### config.mk
export PLATFORM = sky130hd
export DESIGN_NAME = dts_ctrl
export DESIGN_NICKNAME = d
export VERILOG_FILES = /design/src/rtl/core/dts_pkg.sv /design/src/rtl/core/dts_ctrl.sv
export SDC_FILE = /design/constraint.sdc
export NUM_CORES = 1
export LEC_CHECK = 0
export ABC_AREA = 1
export BUFFER_PORTS_ARGS = -buffer_cell sky130_fd_sc_hd__buf_2
export CAP_MARGIN = 20
export CORE_AREA = 4 4 41 43
export DETAILED_ROUTE_END_ITERATION = 10
export DIE_AREA = 0 0 45 47
export GPL_TIMING_DRIVEN = 0
export PLACE_DENSITY = 0.59
export SLEW_MARGIN = 20
export SYNTH_ARGS = -nofsm -noshare
export SYNTH_HDL_FRONTEND = slang
export SYNTH_SLANG_ARGS = --single-unit
export TNS_END_PERCENT = 50
### constraint.sdc
create_clock -name clk -period 0.99 [get_ports clk]
set_input_delay 0.2475 -clock clk [delete_from_list [all_inputs] [get_ports clk]]
set_output_delay 0.2475 -clock clk [all_outputs]
set_load 0.03 [all_outputs]
### src/rtl/core/dts_pkg.sv
// Shared types, sizes and codes of the digest trie set.
`timescale 1ns / 1ps
package dts_pkg;

	localparam int DIGEST_NIBBLES = 32;
	localparam int RADIX          = 16;
	localparam int MAX_DIGESTS    = 256;

	localparam int DIGEST_W    = 128;
	localparam int NIB_W       = $clog2(RADIX);
	localparam int POOL_NODES  = MAX_DIGESTS * DIGEST_NIBBLES;
	localparam int NODE_W      = (POOL_NODES > 1) ? $clog2(POOL_NODES) : 1;
	localparam int TABLE_DEPTH = RADIX * POOL_NODES;
	localparam int ADDR_W      = $clog2(TABLE_DEPTH);
	localparam int LVL_W       = (DIGEST_NIBBLES > 1) ? $clog2(DIGEST_NIBBLES) : 1;

	localparam logic CMD_INSERT = 1'b0;
	localparam logic CMD_LOOKUP = 1'b1;

	localparam logic STATUS_OK   = 1'b0;
	localparam logic STATUS_FULL = 1'b1;

	typedef struct packed {
		logic        command;
		logic [63:0] digest_high;
		logic [63:0] digest_low;
	} req_t;

	typedef struct packed {
		logic hit;
		logic status;
	} rsp_t;

	typedef struct packed {
		logic clear;
		logic load;
		logic eval;
		logic advance;
		logic rsp_load;
	} ctl_t;

	typedef struct packed {
		logic clr_last;
		logic miss;
		logic full;
		logic last_level;
		logic is_lookup;
		logic rsp_free;
	} sts_t;

endpackage

### src/rtl/core/dts_ctrl.sv
// Controller state machine of the digest trie set.
`timescale 1ns / 1ps
module dts_ctrl import dts_pkg::*; (
	input  logic clk,
	input  logic arst_n,
	input  logic req_valid,
	input  sts_t sts,
	output logic req_stall,
	output ctl_t ctl
);

	typedef enum logic [4:0] {
		S_CLEAR = 5'b00001,
		S_IDLE  = 5'b00010,
		S_READ  = 5'b00100,
		S_EVAL  = 5'b01000,
		S_DONE  = 5'b10000
	} state_t;

	state_t state_q;
	state_t state_d;
	logic   stop;

	assign stop = (sts.miss && (sts.is_lookup || sts.full)) || sts.last_level;

	always_comb begin
		state_d = state_q;
		unique case (state_q)
			S_CLEAR: if (sts.clr_last) state_d = S_IDLE;
			S_IDLE:  if (req_valid) state_d = S_READ;
			S_READ:  state_d = S_EVAL;
			S_EVAL:  state_d = stop ? S_DONE : S_READ;
			S_DONE:  if (sts.rsp_free) state_d = S_IDLE;
			default: state_d = S_CLEAR;
		endcase
	end

	always_ff @(posedge clk or negedge arst_n) begin
		if (!arst_n) begin
			state_q <= S_CLEAR;
		end else begin
			state_q <= state_d;
		end
	end

	assign req_stall    = (state_q != S_IDLE);
	assign ctl.clear    = (state_q == S_CLEAR);
	assign ctl.load     = (state_q == S_IDLE) && req_valid;
	assign ctl.eval     = (state_q == S_EVAL);
	assign ctl.advance  = (state_q == S_EVAL) && !stop;
	assign ctl.rsp_load = (state_q == S_DONE) && sts.rsp_free;

endmodule

==> flow_metrics.env <==
export IMPL_final_core_util_pct=45.9
export IMPL_dieWidth_um=45
export IMPL_boundaryPins=15
export IMPL_violations="negative setup slack"
export IMPL_fin_nets=83
export IMPL_first_pass_iters=4
export IMPL_cp_start_kind="flop"
export IMPL_cap_violations=0
export IMPL_cts_tree="done"
export IMPL_synth_xor_area_share_pct=0
export IMPL_reg_top3="state_q x5"
export IMPL_setup_tns_final_ps=-3540
export IMPL_die_y_um=47
export IMPL_grt_pass1_vias=356
export IMPL_routed_via_density=4.33
export IMPL_drt_iter0_markers=4
export IMPL_ys_warn_count=0
export IMPL_multi_input_area_um2=224
export IMPL_layout_min_cycle_time_ps=1490
export IMPL_netlist_instances=49
export IMPL_cts_sinks=5
export IMPL_crit_fanout=3
export IMPL_yosysTopAreaCell="dfrtp_1"
export IMPL_whs_ps=328
export IMPL_mappedNetlistArea_um2=328
export IMPL_synth_mux_area_share_pct=0
export IMPL_place_area_um2=452
export IMPL_clkLatencyLatePin_ps=230
export IMPL_clockRootBuffer="clkbuf_4"
export IMPL_hp_class="in2reg"
export IMPL_final_hold_viol_count=0
export IMPL_regMostFlops="state_q"
export IMPL_timing_final_crit_share_pct=151
export IMPL_grt_pass1_wl_mm=1.35
export IMPL_drv_slew=0
export IMPL_vias=381
export IMPL_portBuffers=14
export IMPL_fmax_mhz=669
export IMPL_ir_worst_vdd_mv=1.71
export IMPL_cts_made_buffers=3
export IMPL_synthAdderAreaFrac_pct=0
export IMPL_worst_slack_ps=-504
export IMPL_syn_num_nets=58
export IMPL_clk_pin_slew_worst_paths_ps=40
export IMPL_grt_max_degree=7
export IMPL_largest_reg_flops=5
export IMPL_p_leak_nw=0.308
export IMPL_antenna_found_initial=0
export IMPL_stdcell_count=88
export IMPL_final_common_cell="nand2_1"
export IMPL_layout_drive_gt1_share_pct=56.2
export IMPL_skew_ps=0.540
export IMPL_setup_viol=10
export IMPL_htree_levels=1
export IMPL_synth_top_family_by_area="simple AND/OR/NAND/NOR gates"
export IMPL_grt_usage_pct=8.74
export IMPL_rsz0062_at_grt="yes"
export IMPL_seqCellArea_um2=128
export IMPL_gr_total_overflow=0
export IMPL_num_rows=13
export IMPL_wire_per_inst_um=9.09
export IMPL_path_class="reg2out"
export IMPL_power_per_cell_area_mw_per_mm2=2510
export IMPL_core_area_mm2=0.00130
export IMPL_start_util_pct=25.2
export IMPL_slew_headroom_pct=87.1
export IMPL_ys_ff_latch=5
export IMPL_status="finished with violations"
export IMPL_synth_simple_area_share_pct=44.7
export IMPL_synth_top_area_share_pct=30.5
export IMPL_seq_area_frac_synth_pct=38.5
export IMPL_synth_compound_area_share_pct=3.05
export IMPL_wl_um=800
export IMPL_syn_area_per_cell_um2=6.69
export IMPL_post_route_cell_area_um2=597
export IMPL_cp_required_ps=740
export IMPL_gp_congestion=0.770
export IMPL_drc=0
export IMPL_placed_cells=78
export IMPL_final_fill_count=131
export IMPL_clockBufferDepth=2
export IMPL_die_area_mm2=0.00212
export IMPL_n_antenna_cell=0
export IMPL_area_delta_synth_final_pct=82.1
export IMPL_synth_area_leaders="dfrtp_1 31%, inv_1 13%, nand2_1 10%"
export IMPL_crit_path_end_kind="output pin"
export IMPL_hpwlAfterDp_um=622
export IMPL_worstPathArrival_ps=1250
export IMPL_worst_pin_slew_ps=193
export IMPL_drtAntennaViolNets=0
export IMPL_most_common_layout_cells="9 x nand2_1, 8 x buf_2, 7 x nor2_4, 7 x inv_1, 6 x buf_6"
export IMPL_ys_types=13
## layer usage
metal / global-route usage, % / part of all wire (%) / vias to the layer above
met5: 0 / 0 / -
met1: 9.01 / 40 / 164
met4: 1.75 / 1.6 / 0
li1: - / - / 198
met2: 16.4 / 50 / 17
met3: 3.83 / 7.9 / 2
## timing repair
item / in CTS / in global routing
gates resized for setup: 19 / 4
setup buffers: 2 / 3
pin swaps: 5 / 6
setup endpoints to repair: 10 / 10
endpoints found under the hold margin: 4 / 0
hold buffers: 1 / 0
## cells in the mapped netlist
master and n:
inv_1 11, nand2_1 9, nor2_1 9, dfrtp_1 4, nand3_1 4, nand4_1 3, nor2_2 3, a21oi_1 1
dfstp_2 1, inv_2 1, nand3_2 1, nor2_4 1, o21ai_0 1
## final timing paths
kind | startpoint | to | slack (ps) | cells after the start
max reg2reg | state_q[0]$_DFFE_PN1P_ | state_q[2]$_DFFE_PN0P_ | -240 | 6
min | sts[5] | state_q[0]$_DFFE_PN1P_ | 330 | 4
max | state_q[0]$_DFFE_PN1P_ | ctl[4] | -500 | 5
min reg2reg | state_q[2]$_DFFE_PN0P_ | state_q[3]$_DFFE_PN0P_ | 620 | 2
min in group asynchronous | arst_n | state_q[1]$_DFFE_PN0P_ | 350 | 2
max in group asynchronous | arst_n | state_q[0]$_DFFE_PN1P_ | 430 | 2
## kinds of logic after synthesis
group                  Yosys count
AND/OR/NAND/NOR                 30
buffers and inverters           12
AO/OA/AOI/OAI                    2
flip-flops                       5
## stage by stage
stage          setup slack (ps)  total power [mW]
2_1_floorplan              -235             0.833
3_3_place_gp               -309             0.965
3_5_place_dp               -321             0.972
4_1_cts                    -508              1.40
5_1_grt                    -563              1.62
6_report                   -504              1.50
## worst max-delay path: stages, from the launching register on
cell and delay [ps]:
dfstp_2 560, inv_2 40, nor2_2 110, nand3_1 90, inv_1 80, buf_6 120
## cell type report
| class | count | area share (%) |
|---|---|---|
| Clock buffer | 4 | 4.40 |
| Sequential cell | 5 | 21.4 |
| Timing Repair Buffer | 20 | 26.0 |
| Inverter | 12 | 7.55 |
| Multi-Input combinational cell | 32 | 37.5 |
| Tap cell | 15 | 3.14 |
## power breakdown
part           switching [mW]  internal, mW  total [mW]
logic                   0.500         0.401       0.901
registers              0.0865         0.286       0.373
clock network          0.0728         0.152       0.224
Note: power is estimated with default switching activity, not from simulation.
